**config.mk**
```make
export PLATFORM = sky130hd
export DESIGN_NAME = packed_pixel_row_unpacker_unit
export DESIGN_NICKNAME = d
export VERILOG_FILES = /design/src/ppru_pkg.sv /design/src/packed_pixel_row_unpacker_unit.sv /design/src/ppru_front.sv /design/src/ppru_queue.sv /design/src/ppru_back.sv
export SDC_FILE = /design/constraint.sdc
export NUM_CORES = 1
export LEC_CHECK = 0
export ABC_CLOCK_PERIOD_IN_PS = 10300
export BUFFER_PORTS_ARGS = -buffer_cell sky130_fd_sc_hd__buf_4
export CORE_ASPECT_RATIO = 0.6
export CORE_MARGIN = 1
export CORE_UTILIZATION = 47
export DETAILED_ROUTE_END_ITERATION = 8
export GPL_TIMING_DRIVEN = 1
export HOLD_SLACK_MARGIN = 0.05
export PLACE_DENSITY = 0.75
export SKIP_CTS_REPAIR_TIMING = 1
export SYNTH_ARGS = -nofsm -noshare
export SYNTH_HDL_FRONTEND = slang
export SYNTH_SLANG_ARGS = --single-unit
```
**constraint.sdc**
```tcl
create_clock -name clk -period 10.3 [get_ports clk]
set_input_delay 2.06 -clock clk [delete_from_list [all_inputs] [get_ports clk]]
set_output_delay 2.06 -clock clk [all_outputs]
set_load 0.005 [all_outputs]
```
**src/ppru_pkg.sv**
```systemverilog
// Shared types and constants of the packed pixel row unpacker.
`default_nettype none

package ppru_pkg;

  // Default dimension limits handed to the top level parameters.
  localparam int DEF_MAX_WIDTH  = 4096;
  localparam int DEF_MAX_HEIGHT = 4096;

  // Width of the dimension registers and the largest value they can hold.
  localparam int DIM_W   = 13;
  localparam int DIM_MAX = (1 << DIM_W) - 1;

  // Width of the reported pixel coordinates.
  localparam int COORD_W = 12;

  // Configuration port layout.
  localparam int CFG_IDX_W  = 2;
  localparam int CFG_DATA_W = 13;

  // Register indexes.
  localparam logic [CFG_IDX_W-1:0] REG_DEPTH_CODE   = 2'd0;
  localparam logic [CFG_IDX_W-1:0] REG_IMAGE_WIDTH  = 2'd1;
  localparam logic [CFG_IDX_W-1:0] REG_IMAGE_HEIGHT = 2'd2;
  localparam logic [CFG_IDX_W-1:0] REG_FLIP_ROWS    = 2'd3;

  // Depth codes.
  localparam logic [1:0] DEPTH_1BPP = 2'd0;
  localparam logic [1:0] DEPTH_2BPP = 2'd1;
  localparam logic [1:0] DEPTH_4BPP = 2'd2;
  localparam logic [1:0] DEPTH_8BPP = 2'd3;

  // Register reset values.
  localparam logic [1:0]       RST_DEPTH_CODE   = DEPTH_8BPP;
  localparam logic [DIM_W-1:0] RST_IMAGE_WIDTH  = 13'd1;
  localparam logic [DIM_W-1:0] RST_IMAGE_HEIGHT = 13'd1;
  localparam logic             RST_FLIP_ROWS    = 1'b1;

  // Entries of the queue between the byte classifier and the pixel emitter.
  localparam int QUEUE_DEPTH = 4;

  // Current configuration as seen by the byte classifier.
  typedef struct packed {
    logic [1:0]       depth_code;
    logic [DIM_W-1:0] image_width;
    logic [DIM_W-1:0] image_height;
    logic             flip_rows;
  } cfg_t;

  // One classified byte: everything the emitter needs to produce its pixels.
  typedef struct packed {
    logic [7:0]         data_byte;
    logic [1:0]         depth_code;
    logic [3:0]         count;
    logic [COORD_W-1:0] x_start;
    logic [COORD_W-1:0] y;
    logic               ends_frame;
  } item_t;

endpackage

`default_nettype wire

```
**src/packed_pixel_row_unpacker_unit.sv**
```systemverilog
// Top level of the packed pixel row unpacker: configuration registers and the two halves.
`default_nettype none

// Unpacks indexed bitmap pixel data (1, 2, 4 or 8 bits per pixel) given one byte per word
// and returns one pixel per word with its column and row. A byte word is taken in the
// cycle it is pushed whenever the four-entry byte queue has room; padding bytes and bytes
// after the frame are taken and dropped. Pixels leave at one per cycle while the output is
// free or popped, from a single emitter; a byte yields up to 8 / bits-per-pixel pixels
// (8 at 1 bpp, 1 at 8 bpp) via a queue entry, the working byte and the output register.
// Configuration must be written only while no pixel is pending; it is not enforced.
module packed_pixel_row_unpacker_unit #(
  parameter int MAX_WIDTH  = ppru_pkg::DEF_MAX_WIDTH,
  parameter int MAX_HEIGHT = ppru_pkg::DEF_MAX_HEIGHT
) (
  input  wire                                 clk,
  input  wire                                 rst_n,
  input  wire                                 in_push,
  output logic                                in_full,
  input  wire  [7:0]                          in_data_byte,
  input  wire                                 out_pop,
  output logic                                out_empty,
  output logic [7:0]                          out_pixel_value,
  output logic [ppru_pkg::COORD_W-1:0]        out_pixel_x,
  output logic [ppru_pkg::COORD_W-1:0]        out_pixel_y,
  output logic                                out_last_of_item,
  output logic                                out_last_of_frame,
  input  wire                                 cfg_we,
  input  wire  [ppru_pkg::CFG_IDX_W-1:0]      cfg_index,
  input  wire  [ppru_pkg::CFG_DATA_W-1:0]     cfg_data
);

  ppru_pkg::cfg_t  cfg_r;
  ppru_pkg::item_t q_in_item;
  ppru_pkg::item_t q_head;
  logic            q_push;
  logic            q_pop;
  logic            q_full;
  logic            q_not_empty;
  logic            in_accept;

  // Configuration registers.
  always_ff @(posedge clk) begin
    if (!rst_n) begin
      cfg_r.depth_code   <= ppru_pkg::RST_DEPTH_CODE;
      cfg_r.image_width  <= ppru_pkg::RST_IMAGE_WIDTH;
      cfg_r.image_height <= ppru_pkg::RST_IMAGE_HEIGHT;
      cfg_r.flip_rows    <= ppru_pkg::RST_FLIP_ROWS;
    end else if (cfg_we) begin
      case (cfg_index)
        ppru_pkg::REG_DEPTH_CODE:   cfg_r.depth_code   <= cfg_data[1:0];
        ppru_pkg::REG_IMAGE_WIDTH:  cfg_r.image_width  <= cfg_data[ppru_pkg::DIM_W-1:0];
        ppru_pkg::REG_IMAGE_HEIGHT: cfg_r.image_height <= cfg_data[ppru_pkg::DIM_W-1:0];
        ppru_pkg::REG_FLIP_ROWS:    cfg_r.flip_rows    <= cfg_data[0];
        default: ;
      endcase
    end
  end

  // Input handshake: a word is taken whenever the byte queue has room.
  assign in_full   = q_full;
  assign in_accept = in_push && !q_full;

  ppru_front #(
    .MAX_WIDTH  (MAX_WIDTH),
    .MAX_HEIGHT (MAX_HEIGHT)
  ) u_front (
    .clk       (clk),
    .rst_n     (rst_n),
    .accept    (in_accept),
    .data_byte (in_data_byte),
    .cfg       (cfg_r),
    .q_full    (q_full),
    .q_push    (q_push),
    .q_item    (q_in_item)
  );

  ppru_queue u_queue (
    .clk       (clk),
    .rst_n     (rst_n),
    .push      (q_push),
    .push_item (q_in_item),
    .pop       (q_pop),
    .head_item (q_head),
    .not_empty (q_not_empty),
    .full      (q_full)
  );

  ppru_back u_back (
    .clk               (clk),
    .rst_n             (rst_n),
    .q_head            (q_head),
    .q_not_empty       (q_not_empty),
    .q_pop             (q_pop),
    .out_pop           (out_pop),
    .out_empty         (out_empty),
    .out_pixel_value   (out_pixel_value),
    .out_pixel_x       (out_pixel_x),
    .out_pixel_y       (out_pixel_y),
    .out_last_of_item  (out_last_of_item),
    .out_last_of_frame (out_last_of_frame)
  );

endmodule

`default_nettype wire

```
**src/ppru_front.sv**
```systemverilog
// Byte classifier: tracks the position in the frame and queues pixel-bearing bytes.
`default_nettype none

module ppru_front #(
  parameter int MAX_WIDTH  = ppru_pkg::DEF_MAX_WIDTH,
  parameter int MAX_HEIGHT = ppru_pkg::DEF_MAX_HEIGHT
) (
  input  wire                 clk,
  input  wire                 rst_n,
  input  wire                 accept,
  input  wire  [7:0]          data_byte,
  input  ppru_pkg::cfg_t      cfg,
  input  wire                 q_full,
  output logic                q_push,
  output ppru_pkg::item_t     q_item
);

  // Effective dimension limits and the counter widths that follow from them.
  localparam int WMAX   = (MAX_WIDTH < ppru_pkg::DIM_MAX) ? MAX_WIDTH : ppru_pkg::DIM_MAX;
  localparam int HMAX   = (MAX_HEIGHT < ppru_pkg::DIM_MAX) ? MAX_HEIGHT : ppru_pkg::DIM_MAX;
  localparam int COL_W  = $clog2(WMAX + 1);
  localparam int ROW_W  = $clog2(HMAX + 1);
  localparam int RB_MAX = ((WMAX * 8 + 31) / 32) * 4;
  localparam int RB_W   = $clog2(RB_MAX + 1);
  localparam int BIR_W  = $clog2(RB_MAX);

  logic [BIR_W-1:0] bir_r, bir_nxt;
  logic [COL_W-1:0] col_r, col_nxt;
  logic [ROW_W-1:0] row_r, row_nxt;
  logic             fc_r, fc_nxt;

  logic [COL_W-1:0] w_c;
  logic [ROW_W-1:0] h_c;
  logic [3:0]       per_byte;
  logic [COL_W-1:0] rem;
  logic [3:0]       n;
  logic [31:0]      rb_calc;
  logic [RB_W-1:0]  row_bytes;
  logic [RB_W-1:0]  bir_inc;
  logic [ROW_W-1:0] row_inc;
  logic [ROW_W-1:0] y_val;
  logic [31:0]      y32;
  logic [31:0]      x32;

  // Width and height with zero taken as one and large values saturated.
  always_comb begin
    if (cfg.image_width == '0) begin
      w_c = COL_W'(1);
    end else if (cfg.image_width > ppru_pkg::DIM_W'(WMAX)) begin
      w_c = COL_W'(WMAX);
    end else begin
      w_c = COL_W'(cfg.image_width);
    end
    if (cfg.image_height == '0) begin
      h_c = ROW_W'(1);
    end else if (cfg.image_height > ppru_pkg::DIM_W'(HMAX)) begin
      h_c = ROW_W'(HMAX);
    end else begin
      h_c = ROW_W'(cfg.image_height);
    end
  end

  // Pixels in this byte: the depth limit or what is left of the row.
  assign per_byte = 4'd8 >> cfg.depth_code;
  assign rem      = w_c - col_r;
  always_comb begin
    if (col_r >= w_c) begin
      n = 4'd0;
    end else if (rem < COL_W'(per_byte)) begin
      n = rem[3:0];
    end else begin
      n = per_byte;
    end
  end

  // Padded row length in bytes: whole 32-bit words.
  assign rb_calc   = (((32'(w_c) << cfg.depth_code) + 32'd31) >> 5) << 2;
  assign row_bytes = rb_calc[RB_W-1:0];
  assign bir_inc   = RB_W'(bir_r) + RB_W'(1);
  assign row_inc   = row_r + ROW_W'(1);

  // Output row after the optional flip, and coordinates cut to twelve bits.
  assign y_val = cfg.flip_rows ? (h_c - ROW_W'(1) - row_r) : row_r;
  assign y32   = 32'(y_val);
  assign x32   = 32'(col_r);

  always_comb begin
    q_item.data_byte  = data_byte;
    q_item.depth_code = cfg.depth_code;
    q_item.count      = n;
    q_item.x_start    = x32[ppru_pkg::COORD_W-1:0];
    q_item.y          = y32[ppru_pkg::COORD_W-1:0];
    q_item.ends_frame = (row_r == h_c - ROW_W'(1)) && (rem <= COL_W'(per_byte));
  end

  // Position update for each accepted word.
  always_comb begin
    bir_nxt = bir_r;
    col_nxt = col_r;
    row_nxt = row_r;
    fc_nxt  = fc_r;
    q_push  = 1'b0;
    if (accept && !fc_r) begin
      if (row_r >= h_c) begin
        fc_nxt = 1'b1;
      end else begin
        q_push  = (n != 4'd0);
        col_nxt = col_r + COL_W'(n);
        if (bir_inc >= row_bytes) begin
          bir_nxt = '0;
          col_nxt = '0;
          row_nxt = row_inc;
          if (row_inc >= h_c) begin
            fc_nxt = 1'b1;
          end
        end else begin
          bir_nxt = BIR_W'(bir_inc);
        end
      end
    end
  end

  always_ff @(posedge clk) begin
    if (!rst_n) begin
      bir_r <= '0;
      col_r <= '0;
      row_r <= '0;
      fc_r  <= 1'b0;
    end else begin
      bir_r <= bir_nxt;
      col_r <= col_nxt;
      row_r <= row_nxt;
      fc_r  <= fc_nxt;
    end
  end

`ifndef NO_ASSERTIONS
  // A finished frame stays finished until reset.
  a_fc_holds: assert property (@(posedge clk) disable iff (!rst_n)
    fc_r |=> fc_r) else $error("frame complete flag cleared without reset");

  // The classifier never pushes into a full queue.
  a_no_overrun: assert property (@(posedge clk) disable iff (!rst_n)
    q_push |-> !q_full) else $error("push into full queue");

  // Words after the frame leave the position untouched.
  a_ignored: assert property (@(posedge clk) disable iff (!rst_n)
    (accept && fc_r) |=> ($stable(row_r) && $stable(col_r) && $stable(bir_r)))
    else $error("word after frame changed the position");
`endif

endmodule

`default_nettype wire

```
**src/ppru_queue.sv**
```systemverilog
// Short queue of classified bytes between the classifier and the emitter.
`default_nettype none

module ppru_queue (
  input  wire              clk,
  input  wire              rst_n,
  input  wire              push,
  input  ppru_pkg::item_t  push_item,
  input  wire              pop,
  output ppru_pkg::item_t  head_item,
  output logic             not_empty,
  output logic             full
);

  localparam int DEPTH = ppru_pkg::QUEUE_DEPTH;
  localparam int PTR_W = $clog2(DEPTH);
  localparam int CNT_W = $clog2(DEPTH + 1);

  ppru_pkg::item_t  mem_r [DEPTH];
  logic [PTR_W-1:0] wr_ptr_r, wr_ptr_nxt;
  logic [PTR_W-1:0] rd_ptr_r, rd_ptr_nxt;
  logic [CNT_W-1:0] cnt_r, cnt_nxt;
  logic             do_push;
  logic             do_pop;

  assign full      = (cnt_r == CNT_W'(DEPTH));
  assign not_empty = (cnt_r != '0);
  assign do_push   = push && !full;
  assign do_pop    = pop && not_empty;
  assign head_item = mem_r[rd_ptr_r];

  // Pointer and fill count update, wrapping at the depth.
  always_comb begin
    wr_ptr_nxt = wr_ptr_r;
    rd_ptr_nxt = rd_ptr_r;
    if (do_push) begin
      wr_ptr_nxt = (wr_ptr_r == PTR_W'(DEPTH - 1)) ? '0 : wr_ptr_r + PTR_W'(1);
    end
    if (do_pop) begin
      rd_ptr_nxt = (rd_ptr_r == PTR_W'(DEPTH - 1)) ? '0 : rd_ptr_r + PTR_W'(1);
    end
    cnt_nxt = cnt_r;
    if (do_push && !do_pop) begin
      cnt_nxt = cnt_r + CNT_W'(1);
    end else if (do_pop && !do_push) begin
      cnt_nxt = cnt_r - CNT_W'(1);
    end
  end

  always_ff @(posedge clk) begin
    if (!rst_n) begin
      wr_ptr_r <= '0;
      rd_ptr_r <= '0;
      cnt_r    <= '0;
    end else begin
      wr_ptr_r <= wr_ptr_nxt;
      rd_ptr_r <= rd_ptr_nxt;
      cnt_r    <= cnt_nxt;
    end
  end

  // Entry storage.
  always_ff @(posedge clk) begin
    if (do_push) begin
      mem_r[wr_ptr_r] <= push_item;
    end
  end

endmodule

`default_nettype wire

```
**src/ppru_back.sv**
```systemverilog
// Pixel emitter: walks a queued byte a pixel per cycle into a free output register.
`default_nettype none

module ppru_back (
  input  wire                           clk,
  input  wire                           rst_n,
  input  ppru_pkg::item_t               q_head,
  input  wire                           q_not_empty,
  output logic                          q_pop,
  input  wire                           out_pop,
  output logic                          out_empty,
  output logic [7:0]                    out_pixel_value,
  output logic [ppru_pkg::COORD_W-1:0]  out_pixel_x,
  output logic [ppru_pkg::COORD_W-1:0]  out_pixel_y,
  output logic                          out_last_of_item,
  output logic                          out_last_of_frame
);

  // Byte being worked on.
  logic                          cur_valid_r, cur_valid_nxt;
  logic [7:0]                    cur_byte_r, cur_byte_nxt;
  logic [1:0]                    cur_dc_r, cur_dc_nxt;
  logic [3:0]                    cur_cnt_r, cur_cnt_nxt;
  logic [ppru_pkg::COORD_W-1:0]  cur_x_r, cur_x_nxt;
  logic [ppru_pkg::COORD_W-1:0]  cur_y_r, cur_y_nxt;
  logic                          cur_ef_r, cur_ef_nxt;

  // Output register.
  logic                          out_valid_r;
  logic [7:0]                    pix_r;
  logic [ppru_pkg::COORD_W-1:0]  px_r;
  logic [ppru_pkg::COORD_W-1:0]  py_r;
  logic                          loi_r;
  logic                          lof_r;

  logic       emit;
  logic       last;
  logic [7:0] pix_val;
  logic [3:0] shamt;

  assign emit  = cur_valid_r && (!out_valid_r || out_pop);
  assign last  = (cur_cnt_r == 4'd1);
  assign q_pop = q_not_empty && (!cur_valid_r || (emit && last));
  assign shamt = 4'd1 << cur_dc_r;

  // The top bits of the working byte form the next pixel.
  always_comb begin
    case (cur_dc_r)
      ppru_pkg::DEPTH_1BPP: pix_val = {7'd0, cur_byte_r[7]};
      ppru_pkg::DEPTH_2BPP: pix_val = {6'd0, cur_byte_r[7:6]};
      ppru_pkg::DEPTH_4BPP: pix_val = {4'd0, cur_byte_r[7:4]};
      default:              pix_val = cur_byte_r;
    endcase
  end

  // Load a new byte when the current one is done, else step to the next pixel.
  always_comb begin
    cur_valid_nxt = cur_valid_r;
    cur_byte_nxt  = cur_byte_r;
    cur_dc_nxt    = cur_dc_r;
    cur_cnt_nxt   = cur_cnt_r;
    cur_x_nxt     = cur_x_r;
    cur_y_nxt     = cur_y_r;
    cur_ef_nxt    = cur_ef_r;
    if (q_pop) begin
      cur_valid_nxt = 1'b1;
      cur_byte_nxt  = q_head.data_byte;
      cur_dc_nxt    = q_head.depth_code;
      cur_cnt_nxt   = q_head.count;
      cur_x_nxt     = q_head.x_start;
      cur_y_nxt     = q_head.y;
      cur_ef_nxt    = q_head.ends_frame;
    end else if (emit) begin
      cur_valid_nxt = !last;
      cur_byte_nxt  = cur_byte_r << shamt;
      cur_cnt_nxt   = cur_cnt_r - 4'd1;
      cur_x_nxt     = cur_x_r + ppru_pkg::COORD_W'(1);
    end
  end

  always_ff @(posedge clk) begin
    if (!rst_n) begin
      cur_valid_r <= 1'b0;
    end else begin
      cur_valid_r <= cur_valid_nxt;
    end
    cur_byte_r <= cur_byte_nxt;
    cur_dc_r   <= cur_dc_nxt;
    cur_cnt_r  <= cur_cnt_nxt;
    cur_x_r    <= cur_x_nxt;
    cur_y_r    <= cur_y_nxt;
    cur_ef_r   <= cur_ef_nxt;
  end

  // Output register: refilled on every emitted pixel, emptied when taken.
  always_ff @(posedge clk) begin
    if (!rst_n) begin
      out_valid_r <= 1'b0;
    end else if (emit) begin
      out_valid_r <= 1'b1;
    end else if (out_pop) begin
      out_valid_r <= 1'b0;
    end
    if (emit) begin
      pix_r <= pix_val;
      px_r  <= cur_x_r;
      py_r  <= cur_y_r;
      loi_r <= last;
      lof_r <= last && cur_ef_r;
    end
  end

  assign out_empty         = !out_valid_r;
  assign out_pixel_value   = pix_r;
  assign out_pixel_x       = px_r;
  assign out_pixel_y       = py_r;
  assign out_last_of_item  = loi_r;
  assign out_last_of_frame = lof_r;

`ifndef NO_ASSERTIONS
  // A byte in work always has between one and eight pixels left.
  a_cnt_range: assert property (@(posedge clk) disable iff (!rst_n)
    cur_valid_r |-> (cur_cnt_r != 4'd0 && cur_cnt_r <= 4'd8))
    else $error("pixel count of working byte out of range");

  // The frame's last pixel is always the last pixel of its byte.
  a_frame_end: assert property (@(posedge clk) disable iff (!rst_n)
    (out_valid_r && lof_r) |-> loi_r)
    else $error("end of frame not at end of byte");

  // A held pixel is not overwritten while it waits.
  a_no_overwrite: assert property (@(posedge clk) disable iff (!rst_n)
    (out_valid_r && !out_pop) |-> !emit)
    else $error("pixel emitted over a waiting one");
`endif

endmodule

`default_nettype wire
```
# After elaboration in Yosys (flattened, before gate mapping)
# Memories as Yosys holds them, arrays and structs flattened. A register that Yosys moved wholly into a read port is not among the register bits.
# Cells that the tools add are included.
# classes
add_sub_neg,13
n_lt_le_gt_ge,8
n_eq_ne,10
n_shift,4
mux,33
n_bitwise,1
n_reduce_logical,38
# ops
operator,n
two-way mux 13 bit,5
greater-or-equal comparator 13 bit,4
two-way mux 12 bit,4
greater-than comparator 13 bit (second input constant),2
logical NOT 13 bit,2
case mux 8 bit (3 select lines),1
adder 16 x 5 -> 16 bit (second input constant),1
two-way mux 4 bit,4
two-way mux 8 bit,2
left shift 13 x 2 -> 16 bit,1
adder 12 x 1 -> 13 bit (second input constant),1
adder 13 x 1 -> 13 bit (second input constant),1
adder 13 x 4 -> 13 bit,1
== test 13 bit,1
less-or-equal comparator 13 x 4 -> 1 bit,1
< comparator 13 x 4 -> 1 bit,1
subtractor 13 x 1 -> 13 bit (second input constant),1
subtractor 13 bit,1
adder 12 x 1 -> 12 bit (second input constant),1
subtractor 12 bit,1
logical AND 1 bit,11
two-way mux 1 bit,11
== test 2 bit (second input constant),5
AND reduction 2 bit,5
other kinds (20),39
# totals
ff_bits,150
ram_bits,156
in_bits,28
out_inout_bits,36
wordCells,132
memories,1
# memory_table
memory,depth,width,read_ports,rd_ports_with_merged_regs,wr,line,source
u_queue.mem_r,4,39,1,1,1,ppru_queue.sv:19,ppru_pkg::item_t mem_r [DEPTH];

# Logic depth before layout (Yosys ltp)
# logic_depth
depth_word,15
mapped_depth,23

# Modules after synthesis
# A second synthesis with hierarchy kept.
# hier_totals
cells_unflattened,1379
area_unflattened_um2,16136.7
# modules_own_cells
mod,instances,cells_per_inst,area_each_um2,seq_area_each_um2
ppru_queue,1,254,6094.6,4864.7
ppru_front,1,774,5690.5,780.7
ppru_back,1,236,3223.1,2232.1
packed_pixel_row_unpacker_unit,1,115,1128.6,580.6

# Least setup slack after synthesis
# No wires, ideal clock.
# synth_timing
kind,input-to-reg
start,in in_push
end,mem u_queue.mem_r[0][0] in the netlist's numbering (enable)
t_arrival_ns,4.816
required_time_ns,9.865
slack_ns,5.049
stages,6
cell_sequence,nor2b_1 -> clkbuf_1 -> and2_1 -> clkbuf_1 -> o311ai_4 -> nor2_1
# synth_between
elab_chain_cells,6
# synth_rtl
element,line,source
from (decl),packed_pixel_row_unpacker_unit.sv:17,"input wire in_push,"
logical AND 1 bit,packed_pixel_row_unpacker_unit.sv:61,assign in_accept = in_push && !q_full;
logical AND 1 bit,ppru_front.sv:103,if (accept && !fc_r) begin
two-way mux 1 bit,ppru_front.sv:103,
logical AND 1 bit,ppru_queue.sv:28,assign do_push = push && !full;
two-way mux 1 bit,ppru_queue.sv:64,if (do_push) begin
two-way mux 1 bit (not written as such),ppru_queue.sv:65,mem_r[wr_ptr_r] <= push_item;
to (decl),ppru_queue.sv:19,
# No other way between the ends.

==> results.json <==
{
  "route.detailed.wl_per_inst_um": 18.57,
  "avgViaCountPerCell": 5.750,
  "ys_async_sr_fraction": 0,
  "maxCapViolations": 0,
  "dieArea_mm2": 0.03356,
  "critical_path_class": "flop to flop",
  "pin_count": 64,
  "synth_warnings": 0,
  "r2r_slack_ns": 4.71,
  "r2r_start": "cfg_r[26]",
  "grt_usage": 0.1997,
  "hp-class": "flop to flop",
  "place_area_mm2": 0.01633,
  "synth_compound_area_frac": 0.09785,
  "seq_area_frac_synth": 0.5485,
  "synthXorXnorAreaFrac": 0.04941,
  "synthCells": 1305,
  "finalPower_uw": 3838,
  "cts_buffer_depth": 3,
  "critPathRequiredTime_ns": 10.79,
  "drive_gt1_frac": 0.1356,
  "yosys-top-cells-area": "edfxtp_1 (45%), dfxtp_1 (10%), ha_1 (6.7%), mux4_2 (6.3%), a21oi_1 (3.4%)",
  "cts-htree-levels": 1,
  "fmax_ghz": 0.1788,
  "p_leak_uw": 0.006254,
  "grt_pass1_wl_mm": 53.47,
  "postRouteAntennaNets": 0,
  "cts_buffers": 29,
  "syn2layout_area_growth_pct": 11.72,
  "clk_pin_slew_worst_paths_ns": 0.07,
  "relSlewSlack": 0.1976,
  "grt_max_degree": 47,
  "drtIter0Drc": 864,
  "syn_avg_cell_area_um2": 11.82,
  "endpoint_kind": "flop",
  "layout_commonest_cell": "edfxtp_1",
  "fin_worst_skew_ns": 0.01093,
  "startpoint": "cfg_r[26]",
  "die_y_um": 142.3,
  "setup_viol": 0,
  "root_buffer": "clkbuf_16",
  "timing.final.crit_period_ns": 5.593,
  "synthAdderAreaFrac": 0.07043,
  "p_per_area_mw_per_mm2": 222.8,
  "grt_setup_unrepaired": "false",
  "synth_top_area_share": 0.4459,
  "syn_nets": 1418,
  "antenna_found_initial": 0,
  "grt-ovfl-total": 0,
  "hold_viol": 0,
  "start_kind": "flop",
  "yosys_most_used_dff": "edfxtp_1",
  "vias": 10320,
  "cp_max_fo": 30,
  "synth_top_family_by_area": "simple AND/OR/NAND/NOR gates",
  "yosysTopAreaCell": "edfxtp_1",
  "die_w_um": 235.8,
  "hpwl_mm": 23.42,
  "layout_common_cells": "edfxtp_1 (229), nand2_1 (130), a21oi_1 (105)",
  "syn-cell-area_mm2": 0.01542,
  "antenna_cells": 0,
  "cp-endpoint": "u_front.col_r[5]",
  "finalMaxSlewViolations": 0,
  "status": "completed",
  "rr_endpoint": "u_front.col_r[5]",
  "initial_utilization": 0.4862,
  "layout.nets": 1469,
  "coreArea_mm2": 0.03172,
  "gp_congestion": 0.9219,
  "vdd_drop_max_v": 0.0001515,
  "drc_errors": 0,
  "r2r_cells": 18,
  "ys_ff_latch": 308,
  "synthMuxAreaShare": 0.07732,
  "worstPathArrival_ns": 6.08,
  "timing.final.crit_share": 0.5430,
  "firstDrtPassIters": 7,
  "setup_tns_ns": 0,
  "clock_latency_ns": 0.56,
  "wl_mm": 33.33,
  "cts_tree": "built",
  "rows": 50,
  "synth_cell_types": 68,
  "port_buffers": 63,
  "grt_pass1_vias": 9937,
  "clkSinkCount": 308,
  "design_area_mm2": 0.01723,
  "synth-simple-area-share": 0.1284,
  "worst_pin_slew_ns": 1.201,
  "synth_edf_count": 229
}
## sequential cells by signal, indices dropped and copies added, names as in the netlist, 2 cells and up, named ones only
register,count
u_back.cur_byte_r,8
u_back.cur_cnt_r,4
u_front.row_r,13
u_front.col_r,13
cfg_r,29
u_front.bir_r,12
u_queue.mem_r,156
u_back.out_pixel_y,12
u_back.cur_y_r,12
u_queue.cnt_r,3
u_back.out_pixel_value,8
u_back.cur_dc_r,2
u_queue.rd_ptr_r,2
u_back.out_pixel_x,12
u_back.cur_x_r,12
u_queue.wr_ptr_r,2
## worst min path at each step
stage	startpoint	end	slack [ns]	depth (start not counted)
finish	u_back.cur_y_r[1]	u_back.out_pixel_y[1]	0.42	0
detailed placement	u_back.cur_y_r[9]	u_back.out_pixel_y[9]	0.40	0
CTS	u_back.cur_y_r[1]	u_back.out_pixel_y[1]	0.42	0
floorplan	u_back.cur_y_r[0]	u_back.out_pixel_y[0]	0.40	0
global placement	u_back.cur_y_r[10]	u_back.out_pixel_y[10]	0.40	0
global route	u_back.cur_y_r[11]	u_back.out_pixel_y[11]	0.43	0
## stage by stage
| step | hold slack (ns) | cells | setup WS (ns) | util |
|---|---|---|---|---|
| 6_report | 0.4196 | 1795 | 4.707 | 0.5432 |
| 4_1_cts | 0.4187 | 1795 | 4.816 | 0.5432 |
| 2_1_floorplan | 0.4003 | 1305 | 5.049 | - |
| 5_1_grt | 0.4261 | 1795 | 4.077 | 0.5432 |
| 3_5_place_dp | 0.4045 | 1741 | 4.854 | 0.5148 |
| 3_3_place_gp | 0.4048 | 1741 | 5.061 | 0.5148 |
## layout make-up
class / instances / area [um^2]
fill: 2660 / 14490
tap: 416 / 520.5
sequential: 308 / 8461
clock inverter: 13 / 101.3
multi-input combinational: 883 / 6565
timing repair buffer: 74 / 555.5
clock buffer: 41 / 800.8
inverter: 60 / 225.2
## cell usage after synthesis (all sizes together) (3+ instances only)
cell,n
a21oi,105
clkbuf,42
o211ai,7
nand4,12
nand3b,5
nor2,71
a21o,16
dfxtp,79
xnor2,48
or4,11
and4,3
mux2i,19
nand3,42
and3,21
nor3b,6
nor3,18
nor4,8
o21a,12
ha,82
a211oi,6
nand2b,9
nor2b,25
o21ai,56
mux2,3
nand2,130
fa,3
edfxtp,229
and2,8
a31oi,3
o21bai,10
mux4,43
inv,59
buf,12
xor2,39
o31ai,11
or3,14
or2,9
## layer usage
layer  part of all wire  track usage  vias up
met3              0.061      0.03666       33
met5                  0            0        -
met4              0.012      0.03130        0
li1                   -            -     4925
met1               0.50       0.3061     5059
met2               0.42       0.2982      304
## worst max-delay path, cell delays in order, from the launching register on
cell and delay, ns:
dfxtp_1 1.02, nor2b_1 0.20, xnor2_1 0.21, ha_1 0.26, or3_1 0.32, o22ai_2 0.28
inv_2 0.06, a221oi_2 0.29, mux2i_1 0.14, nor4_1 0.63, nand3_1 0.17, a21oi_1 0.57
ha_1 0.29, a21o_1 0.09, a21oi_1 0.09, o21bai_1 0.33, nand2_1 0.12, or3_1 0.31
a21oi_1 0.14
## where the power goes
group          total (uW)  switching, uW  internal, uW  leakage (uW)
sequential           1830            160          1670       0.00276
clock                1020            454           568      0.000433
combinational         988            549           439       0.00306
## kinds of logic (layout without fill, tap and decap cells)
family | after synthesis | count (layout)
compound gates | 248 | 248
xor+xnor | 87 | 87
fa+ha+maj | 85 | 85
buf+inv | 114 | 188
flops | 308 | 308
mux | 65 | 65
simple gates | 398 | 398
No activity file was read; power rests on OpenSTA's default activity.
